## src/sv/emgia_pkg.sv

```systemverilog
`timescale 1ns / 1ps
`default_nettype none

package emgia_pkg;

  // Widths of the fixed fields.
  localparam int EMG_W    = 10;
  localparam int AXIS_W   = 16;
  localparam int MAG_W    = 17;
  localparam int IDLE_W   = 16;
  localparam int SPASM_W  = 17;
  localparam int SHOWN_W  = 17;
  localparam int COLOR_W  = 2;
  localparam int RGB_W    = 24;
  localparam int CFG_IDX_W  = 2;
  localparam int CFG_DATA_W = 17;
  localparam int IN_DATA_W  = 64;
  localparam int OUT_DATA_W = 56;

  // Configuration register indexes.
  localparam logic [CFG_IDX_W-1:0] CFG_ADC_OFFSET      = 2'd0;
  localparam logic [CFG_IDX_W-1:0] CFG_IDLE_THRESHOLD  = 2'd1;
  localparam logic [CFG_IDX_W-1:0] CFG_SPASM_THRESHOLD = 2'd2;

  // Configuration reset values.
  localparam logic [EMG_W-1:0]   ADC_OFFSET_RST      = 10'd512;
  localparam logic [IDLE_W-1:0]  IDLE_THRESHOLD_RST  = 16'd10000;
  localparam logic [SPASM_W-1:0] SPASM_THRESHOLD_RST = 17'd40000;

  // Largest magnitude of one axis and of the three axes together.
  localparam logic [AXIS_W-2:0] AXIS_MAG_MAX = 15'h7FFF;
  localparam int MAG_SUM_MAX = 98301;
  localparam int EMG_MAX     = 1023;

  // Saturation limit of the window_sum field.
  localparam logic [SHOWN_W-1:0] SHOWN_MAX = 17'h1FFFF;

  // Indicator codes and colors.
  localparam logic [COLOR_W-1:0] COLOR_RED    = 2'd0;
  localparam logic [COLOR_W-1:0] COLOR_GREEN  = 2'd1;
  localparam logic [COLOR_W-1:0] COLOR_ORANGE = 2'd2;
  localparam logic [RGB_W-1:0]   RGB_RED      = 24'hFF0000;
  localparam logic [RGB_W-1:0]   RGB_GREEN    = 24'h00FF00;
  localparam logic [RGB_W-1:0]   RGB_ORANGE   = 24'hFF1500;

  // Pipeline strobes shared by the ring and the motion unit.
  typedef struct packed {
    logic accept;  // a new beat enters the working stage
    logic commit;  // the working stage hands its result to the output register
  } pipe_ctrl_t;

  // Motion unit status toward the output stage.
  typedef struct packed {
    logic alarm_prev;  // latch as it stood before this beat
    logic alarm_next;  // latch after this beat
    logic done;        // this beat closes a motion block
  } motion_status_t;

endpackage

`default_nettype wire

```

## src/sv/emg_intensity_and_motion_alarm_core.sv

```systemverilog
`timescale 1ns / 1ps
`default_nettype none

// EMG intensity indicator with motion spasm alarm. One beat per clock is
// accepted. Each beat's result passes from the working stage into the output
// register and is valid on the result side once that register is loaded. The
// accepting edge rectifies the sample and reads its ring entry. The commit
// edge updates the window and block state and loads the output register. The
// full rate of one beat per cycle holds as long as the result side takes its
// beats. The EMG window lives in a WINDOW_LEN-deep memory, and its registered
// read is why the working stage exists. Entries not yet written since reset
// read as zero through a fill mark, so no clearing pass follows reset.
// Configuration writes are always taken (cfg_ready is high) and must only be
// issued while no beat is in flight.
module emg_intensity_and_motion_alarm_core #(
  parameter int WINDOW_LEN = 100,
  parameter int BLOCK_LEN  = 200
) (
  input  wire                                 clk,
  input  wire                                 rst,
  // s_tdata: emg_sample[9:0], accel_x[25:10], accel_y[41:26], accel_z[57:42], zero pad
  input  wire                                 s_tvalid,
  output logic                                s_tready,
  input  wire [emgia_pkg::IN_DATA_W-1:0]      s_tdata,
  // m_tdata: rectified[9:0], window_sum[26:10], color_code[28:27],
  // rgb_word[52:29], spasm_alarm[53], block_done[54], zero pad
  output logic                                m_tvalid,
  input  wire                                 m_tready,
  output logic [emgia_pkg::OUT_DATA_W-1:0]    m_tdata,
  input  wire                                 cfg_valid,
  output logic                                cfg_ready,
  input  wire [emgia_pkg::CFG_IDX_W-1:0]      cfg_index,
  input  wire [emgia_pkg::CFG_DATA_W-1:0]     cfg_data
);
  import emgia_pkg::*;

  localparam int SUM_W  = $clog2(WINDOW_LEN * EMG_MAX + 1);
  localparam int WIDE_W = (SUM_W > SHOWN_W) ? SUM_W : SHOWN_W;
  localparam int IDLE_CMP_W = (SUM_W > IDLE_W) ? SUM_W : IDLE_W;

  logic [EMG_W-1:0]   adc_offset;
  logic [IDLE_W-1:0]  idle_threshold;
  logic [SPASM_W-1:0] spasm_threshold;

  logic [EMG_W-1:0]  emg;
  logic [EMG_W-1:0]  rect;
  logic [MAG_W-1:0]  mag_sum;
  logic              s1_valid;
  logic [EMG_W-1:0]  s1_rect;
  logic [MAG_W-1:0]  s1_mag;
  pipe_ctrl_t        ctrl;
  motion_status_t    mstat;
  logic [SUM_W-1:0]  sum_next;
  logic [WIDE_W-1:0] sum_wide;
  logic [SHOWN_W-1:0] shown;
  logic [COLOR_W-1:0] color;
  logic [RGB_W-1:0]   rgb;

  // Magnitude of one axis, with the most negative value held at the maximum.
  function automatic logic [AXIS_W-2:0] axis_mag(input logic [AXIS_W-1:0] v);
    logic [AXIS_W-1:0] neg;
    neg = -v;
    if (!v[AXIS_W-1]) begin
      axis_mag = v[AXIS_W-2:0];
    end else if (neg[AXIS_W-1]) begin
      axis_mag = AXIS_MAG_MAX;
    end else begin
      axis_mag = neg[AXIS_W-2:0];
    end
  endfunction

  // Configuration registers.
  assign cfg_ready = 1'b1;

  always_ff @(posedge clk) begin
    if (rst) begin
      adc_offset      <= ADC_OFFSET_RST;
      idle_threshold  <= IDLE_THRESHOLD_RST;
      spasm_threshold <= SPASM_THRESHOLD_RST;
    end else if (cfg_valid) begin
      case (cfg_index)
        CFG_ADC_OFFSET:      adc_offset      <= cfg_data[EMG_W-1:0];
        CFG_IDLE_THRESHOLD:  idle_threshold  <= cfg_data[IDLE_W-1:0];
        CFG_SPASM_THRESHOLD: spasm_threshold <= cfg_data[SPASM_W-1:0];
        default: ;
      endcase
    end
  end

  // Handshake: the working stage drains into the output register whenever
  // that register is empty or being read.
  assign ctrl.commit = s1_valid && (!m_tvalid || m_tready);
  assign s_tready    = !s1_valid || ctrl.commit;
  assign ctrl.accept = s_tvalid && s_tready;

  // Front stage: rectify and sum the axis magnitudes.
  assign emg  = s_tdata[EMG_W-1:0];
  assign rect = (emg >= adc_offset) ? emg - adc_offset : adc_offset - emg;
  assign mag_sum = MAG_W'(axis_mag(s_tdata[25:10])) + MAG_W'(axis_mag(s_tdata[41:26]))
                 + MAG_W'(axis_mag(s_tdata[57:42]));

  always_ff @(posedge clk) begin
    if (rst) begin
      s1_valid <= 1'b0;
    end else if (ctrl.accept) begin
      s1_valid <= 1'b1;
    end else if (ctrl.commit) begin
      s1_valid <= 1'b0;
    end
  end

  always_ff @(posedge clk) begin
    if (ctrl.accept) begin
      s1_rect <= rect;
      s1_mag  <= mag_sum;
    end
  end

  emgia_ring #(
    .WINDOW_LEN (WINDOW_LEN),
    .SUM_W      (SUM_W)
  ) u_ring (
    .clk      (clk),
    .rst      (rst),
    .ctrl     (ctrl),
    .wr_data  (s1_rect),
    .sum_next (sum_next)
  );

  emgia_motion #(
    .BLOCK_LEN (BLOCK_LEN)
  ) u_motion (
    .clk             (clk),
    .rst             (rst),
    .ctrl            (ctrl),
    .mag             (s1_mag),
    .spasm_threshold (spasm_threshold),
    .status          (mstat)
  );

  // Indicator choice uses the latch from before this beat.
  always_comb begin
    if (mstat.alarm_prev) begin
      color = COLOR_RED;
      rgb   = RGB_RED;
    end else if (IDLE_CMP_W'(sum_next) <= IDLE_CMP_W'(idle_threshold)) begin
      color = COLOR_ORANGE;
      rgb   = RGB_ORANGE;
    end else begin
      color = COLOR_GREEN;
      rgb   = RGB_GREEN;
    end
  end

  // The reported window sum saturates at the field width.
  assign sum_wide = WIDE_W'(sum_next);
  assign shown    = (sum_wide > WIDE_W'(SHOWN_MAX)) ? SHOWN_MAX : sum_wide[SHOWN_W-1:0];

  // Output register.
  always_ff @(posedge clk) begin
    if (rst) begin
      m_tvalid <= 1'b0;
    end else if (ctrl.commit) begin
      m_tvalid <= 1'b1;
    end else if (m_tready) begin
      m_tvalid <= 1'b0;
    end
  end

  always_ff @(posedge clk) begin
    if (ctrl.commit) begin
      m_tdata <= {1'b0, mstat.done, mstat.alarm_next, rgb, color, shown, s1_rect};
    end
  end

  // Every committed beat shows up at the output on the next cycle.
  assert property (@(posedge clk) disable iff (rst)
    ctrl.commit |=> m_tvalid)
    else $error("committed beat missing at the output");

  // An accepted beat always occupies the working stage next cycle.
  assert property (@(posedge clk) disable iff (rst)
    ctrl.accept |=> s1_valid)
    else $error("accepted beat lost before the working stage");

endmodule

`default_nettype wire

```

## src/sv/emgia_ring.sv

```systemverilog
`timescale 1ns / 1ps
`default_nettype none

module emgia_ring #(
  parameter int WINDOW_LEN = 100,
  parameter int SUM_W      = 17
) (
  input  wire                           clk,
  input  wire                           rst,
  input  emgia_pkg::pipe_ctrl_t         ctrl,
  input  wire [emgia_pkg::EMG_W-1:0]    wr_data,
  output logic [SUM_W-1:0]              sum_next
);
  import emgia_pkg::*;

  localparam int PTR_W = $clog2(WINDOW_LEN);
  localparam logic [PTR_W-1:0] PTR_LAST = PTR_W'(WINDOW_LEN - 1);

  logic [EMG_W-1:0] ring_mem [WINDOW_LEN];
  logic [EMG_W-1:0] rd_data;
  logic             rd_valid;
  logic [PTR_W-1:0] ptr;
  logic [PTR_W-1:0] wr_ptr;
  logic             filled;
  logic [SUM_W-1:0] running_sum;
  logic [EMG_W-1:0] old_value;

  // Ring memory: the entry of a beat is read when it is accepted and
  // rewritten when it commits. Consecutive beats use different entries.
  always_ff @(posedge clk) begin
    if (ctrl.commit) begin
      ring_mem[wr_ptr] <= wr_data;
    end
    if (ctrl.accept) begin
      rd_data <= ring_mem[ptr];
      wr_ptr  <= ptr;
    end
  end

  // Write pointer and fill mark. Until the pointer has wrapped once, the
  // entry under it was never written and counts as zero.
  always_ff @(posedge clk) begin
    if (rst) begin
      ptr      <= '0;
      filled   <= 1'b0;
      rd_valid <= 1'b0;
    end else if (ctrl.accept) begin
      rd_valid <= filled;
      if (ptr == PTR_LAST) begin
        ptr    <= '0;
        filled <= 1'b1;
      end else begin
        ptr <= ptr + 1'b1;
      end
    end
  end

  // Running sum of the window, exact.
  assign old_value = rd_valid ? rd_data : '0;
  assign sum_next  = running_sum - SUM_W'(old_value) + SUM_W'(wr_data);

  always_ff @(posedge clk) begin
    if (rst) begin
      running_sum <= '0;
    end else if (ctrl.commit) begin
      running_sum <= sum_next;
    end
  end

  // The pointer moves on every accepted beat.
  assert property (@(posedge clk) disable iff (rst)
    ctrl.accept |=> ptr != $past(ptr))
    else $error("ring pointer did not advance");

  // The fill mark is set only as the pointer wraps to the first entry.
  assert property (@(posedge clk) disable iff (rst)
    $rose(filled) |-> ptr == '0)
    else $error("fill mark set away from the wrap");

endmodule

`default_nettype wire

```

## src/sv/emgia_motion.sv

```systemverilog
`timescale 1ns / 1ps
`default_nettype none

module emgia_motion #(
  parameter int BLOCK_LEN = 200
) (
  input  wire                            clk,
  input  wire                            rst,
  input  emgia_pkg::pipe_ctrl_t          ctrl,
  input  wire [emgia_pkg::MAG_W-1:0]     mag,
  input  wire [emgia_pkg::SPASM_W-1:0]   spasm_threshold,
  output emgia_pkg::motion_status_t      status
);
  import emgia_pkg::*;

  localparam int CNT_W = $clog2(BLOCK_LEN);
  localparam int ACC_W = $clog2(BLOCK_LEN * MAG_SUM_MAX + 1);
  localparam int LIM_W = SPASM_W + $clog2(BLOCK_LEN + 1);
  localparam int CMP_W = (ACC_W > LIM_W) ? ACC_W : LIM_W;
  localparam logic [CNT_W-1:0] CNT_LAST = CNT_W'(BLOCK_LEN - 1);

  logic [CNT_W-1:0] block_counter;
  logic [ACC_W-1:0] motion_accumulator;
  logic [ACC_W-1:0] acc_next;
  logic [LIM_W-1:0] spasm_limit;
  logic             alarm_latch;
  logic             block_end;
  logic             over;

  // The truncated mean exceeds the threshold exactly when the block total
  // exceeds threshold * BLOCK_LEN + BLOCK_LEN - 1. The limit is registered
  // from the threshold register.
  always_ff @(posedge clk) begin
    spasm_limit <= LIM_W'(spasm_threshold) * LIM_W'(BLOCK_LEN) + LIM_W'(BLOCK_LEN - 1);
  end

  assign acc_next  = motion_accumulator + ACC_W'(mag);
  assign block_end = (block_counter == CNT_LAST);
  assign over      = CMP_W'(acc_next) > CMP_W'(spasm_limit);

  // Block accumulation and alarm latch.
  always_ff @(posedge clk) begin
    if (rst) begin
      block_counter      <= '0;
      motion_accumulator <= '0;
      alarm_latch        <= 1'b0;
    end else if (ctrl.commit) begin
      if (block_end) begin
        block_counter      <= '0;
        motion_accumulator <= '0;
        alarm_latch        <= over;
      end else begin
        block_counter      <= block_counter + 1'b1;
        motion_accumulator <= acc_next;
      end
    end
  end

  assign status.alarm_prev = alarm_latch;
  assign status.alarm_next = block_end ? over : alarm_latch;
  assign status.done       = block_end;

  // The counter stays inside one block.
  assert property (@(posedge clk) disable iff (rst)
    block_counter <= CNT_LAST)
    else $error("block counter beyond block length");

  // The latch changes only on a committed block end.
  assert property (@(posedge clk) disable iff (rst)
    !(ctrl.commit && block_end) |=> alarm_latch == $past(alarm_latch))
    else $error("alarm latch changed inside a block");

endmodule

`default_nettype wire
```

## config.mk

```make
export PLATFORM = sky130hd
export DESIGN_NAME = emg_intensity_and_motion_alarm_core
export DESIGN_NICKNAME = d
export VERILOG_FILES = /design/src/sv/emgia_pkg.sv /design/src/sv/emg_intensity_and_motion_alarm_core.sv /design/src/sv/emgia_ring.sv /design/src/sv/emgia_motion.sv
export SDC_FILE = /design/constraint.sdc
export NUM_CORES = 2
export LEC_CHECK = 0
export ABC_AREA = 1
export BUFFER_PORTS_ARGS = -buffer_cell sky130_fd_sc_hd__buf_2
export CAP_MARGIN = 10
export CORE_UTILIZATION = 44
export DETAILED_ROUTE_END_ITERATION = 8
export GPL_TIMING_DRIVEN = 0
export PLACE_DENSITY_LB_ADDON = 0.08
export SETUP_SLACK_MARGIN = 0.4
export SYNTH_ARGS = -nofsm -noshare
export SYNTH_HDL_FRONTEND = slang
export SYNTH_SLANG_ARGS = --single-unit
```

## constraint.sdc

```tcl
create_clock -name clk -period 7.9 [get_ports clk]
set_input_delay 0 -clock clk [delete_from_list [all_inputs] [get_ports clk]]
set_output_delay 0 -clock clk [all_outputs]
set_load 0.1 [all_outputs]
```

==> impl_results.md <==
- Count of warnings emitted by yosys: 0
- Critical-path cell list: nand2_1 > nand2_1 > inv_1 > buf_2 > nand4_1 > clkbuf_1 > nor2_1
- Post-synth top area cell: edfxtp_1
- Post-CTS setup buffer count: 0
- Most numerous cell on the critical path: nand2_1
- Arr. time, crit path: between 5000 and 6000 ps
- Status: complete, no violations
- Rows: between 100 and 150
- Fin crit period: 4950 ps
- Detail Placement HPWL: between 150,000 and 200,000 um
- Part of the cycle the worst path needs: 62.6%
- Actual transition at the worst max-transition pin: around 1500 ps
- Leakage: 24.5 nW
- Final instance count without filler cells: about 7,400
- Die H: about 360 um
- Latest clock arrival within the worst-skew pair: approximately 820 ps
- Overall routing resource usage: roughly a third
- Synth cell types: 60
- Largest cells by area after synthesis: edfxtp_1 58%, nor2_1 5.7%, o21ai_0 5.4%
- Drt initial violations: between 5,000 and 6,000
- Detailed Routing Iterations Pass 1: 6
- CP Launch Type: flip-flop
- Clock tree from TritonCTS: yes
- Power Density: between 200 and 300 nW/um^2
- Fillcell total: between 10,000 and 15,000
- Layout cells sized above 1: a little over a tenth
- Mean Syn Cell Area: around 11 sq um
- CTS buffer count: between 100 and 150
- DRT Wirelength: about 220,000 um
- Worst path max stage delay: about 1100 ps
- Adder-Cell Fraction of Synth Area: between 5 and 6%
- VDD IR max: roughly 0.24 mV
- CTS H-tree lvls: 4
- Die area: between 100,000 and 150,000 sq um
- Clk sinks: around 1,200
- CP delay by family, top: simple AND/OR/NAND/NOR gates
- Fraction of registers with async set/reset: 0%
- Setup total negative slack: 0 ps
- Largest net degree at the start of global routing: 35
- Synth Area in Compound Gates: approximately 12%
- Final setup fails: 0
- Post-Synth XOR/XNOR Area: approximately 1.4%
- Clock Root Buffer: clkbuf_16
- Core Region: roughly 130,000 sq um
- Final GP Congestion: 0.995
- Number of global-route vias before repair: between 40,000 and 50,000
- Syn Inst Count: 5,225
- EDFF count, synth: between 1,000 and 1,500
- Final Core Density: between 50% and 60%
- Worst-path clk slew: around 60 ps
- Max Cap Viol: 0
- Final Hold Fails: 0
- Nets: approximately 5,900
- Worst Setup Path Type: reg -> reg
- DR WL/cell: ~29 um
- Post-CTS sizing: 0
- First-pass GRT wire length: 301,000 um
- Skew final: ~47 ps
- Top post-synthesis cells by count: 1,077 x edfxtp_1, 851 x nor2_1, 641 x nand2_1
- Antenna viol nets, final: 0
- DP Cell Count: between 7,000 and 8,000
- I/O pin count: 147
- Multiplexer area fraction after synthesis: 0%
- Sequential area share after synthesis: between 60 and 70%
- Post-DR vias/cell: between 5 and 6
- Buffer and inverter count on the worst path: 3
- # DRC: 0
- Starting Density: 44.4%
- Synth top area share: 58.0%
- Initial antenna violation count: 16
- Most frequent cell after synthesis: edfxtp_1
- CP Capture Type: flip-flop
- Slowest CP cell: nor2_1
- Primary FF master, synth: edfxtp_1
- Unrepaired setup endpoints after global routing: no
- Post-Synth Simple-Gate Area: between 10 and 15%
- Final hold slack: 45.1 ps
- Post-Syn Area: 55,800 sq um
- Clock buffer depth: 3
- Worst min path class: in -> reg
- Grt total ovfl: 0
- IO Port Bufs: roughly 130
- Fin. max-slew vios: 0
- Required @ worst endpoint: 8320 ps
- Worst rel slew slack: 1.53%
- Vias: 43,200
- Flops & latches, synth: 1,204
- Die Width: around 360 um
- Largest family of logic cells by synthesized area: simple AND/OR/NAND/NOR gates
- Fmax: just over 200 MHz
- Area Overhead vs Synth: 16.6%
- Crit-path max FO: 22
## worst register-to-register path, delay by kind of cell (launching register included)
kind                   cells  cell delay (ps)
flip-flops                 1              320
AND/OR/NAND/NOR            4             2370
buffers and inverters      3             1910
## cell type report
| class | count | area (sq um) | area share, % |
|---|---|---|---|
| Clock buffer | 159 | 3500 | 5.38 |
| Tap cell | 1650 | 2060 | 3.17 |
| Antenna cell | 13 | 32.5 | 0.0500 |
| Sequential cell | 1204 | 34900 | 53.6 |
| Buffer | 283 | 1460 | 2.24 |
| Inverter | 444 | 1670 | 2.57 |
| Clock inverter | 84 | 828 | 1.27 |
| Multi-Input combinational cell | 3302 | 17800 | 27.4 |
| Timing Repair Buffer | 258 | 2820 | 4.34 |
## what timing repair did
item / CTS / global route
hold buffers: 58 / 0
endpoints found under the hold margin: 57 / 0
setup endpoints to repair: 0 / 0
## cell usage in the layout, fill, tap and decap left out, types with 7 or more instances in the layout
cell	synthesis	routed
a21oi_1	213	213
o22ai_1	137	137
o21ai_0	600	600
nor2_1	851	851
xnor2_1	20	20
nand2_2	10	10
clkinv_2	0	22
nand2_1	641	641
nor3_1	31	31
o21bai_1	8	8
xor2_1	69	69
a21o_1	10	10
o211ai_1	122	122
o21ai_1	20	20
buf_2	97	225
and2_1	12	12
fa_1	41	41
edfxtp_1	1077	1077
clkbuf_16	0	135
nand3_2	8	8
buf_4	52	56
dlygate4sd3_1	0	58
buf_16	0	48
nand4_1	44	44
clkinv_1	3	32
or2_2	13	13
ha_1	166	166
o221ai_1	8	8
diode_2	0	13
dfxtp_1	127	127
bufinv_16	0	7
nand3_1	194	194
conb_1	2	10
buf_6	10	25
inv_1	434	434
clkbuf_1	117	138
## worst paths after layout
path	cells past startpoint	from	slack (ps)	to
hold / removal	5	s_tdata[24]	50	s1_mag[16]
setup / recovery	7	m_tvalid	2950	u_ring.ring_mem[30][1]
hold reg to reg	0	u_ring.ptr[4]	430	u_ring.wr_ptr[4]
setup reg to reg	7	m_tvalid	2950	u_ring.ring_mem[30][1]
## logic make-up after synthesis
family          Yosys count
simple gates           1841
flops                  1204
compound gates         1155
buf+inv                 727
fa+ha+maj               207
xor+xnor                 89
other cells               2
## state kept, by name (all words and copies together) (netlist names), 7 cells and up
name	flops
u_ring.running_sum	17
adc_offset	10
u_ring.ring_mem	1000
s1_rect	10
m_tdata	33
u_motion.spasm_limit	22
u_motion.block_counter	8
u_ring.ptr	7
u_ring.wr_ptr	7
u_motion.motion_accumulator	25
s1_mag	17
idle_threshold	16
u_ring.rd_data	10
spasm_threshold	17
## through the flow
| stage | power, mW | setup WS (ps) | instance area (sq um) |
|---|---|---|---|
| 2_1_floorplan | 9.92 | 3130 | 55800 |
| 3_3_place_gp | 11.2 | 410 | 58500 |
| 3_5_place_dp | 11.4 | 3200 | 60000 |
| 4_1_cts | 17.6 | 3150 | 64900 |
| 5_1_grt | 18.2 | 2780 | 65000 |
| 6_report | 17.6 | 2950 | 65100 |
## where the power goes
part | switching [mW] | leakage [nW] | internal, mW
clock | 2.80 | 2.10 | 3.45
combinational | 2.77 | 11.6 | 1.19
sequential | 0.103 | 10.8 | 7.33
## layer usage
layer	track usage (%)	wire length, um	part of all wire, %
met4	21.0	15700	7.2
met3	7.69	22100	10
met5	0	28	0.013
met2	52.4	97000	44
met1	43.3	83100	38
(Power assumes the default switching activity.)
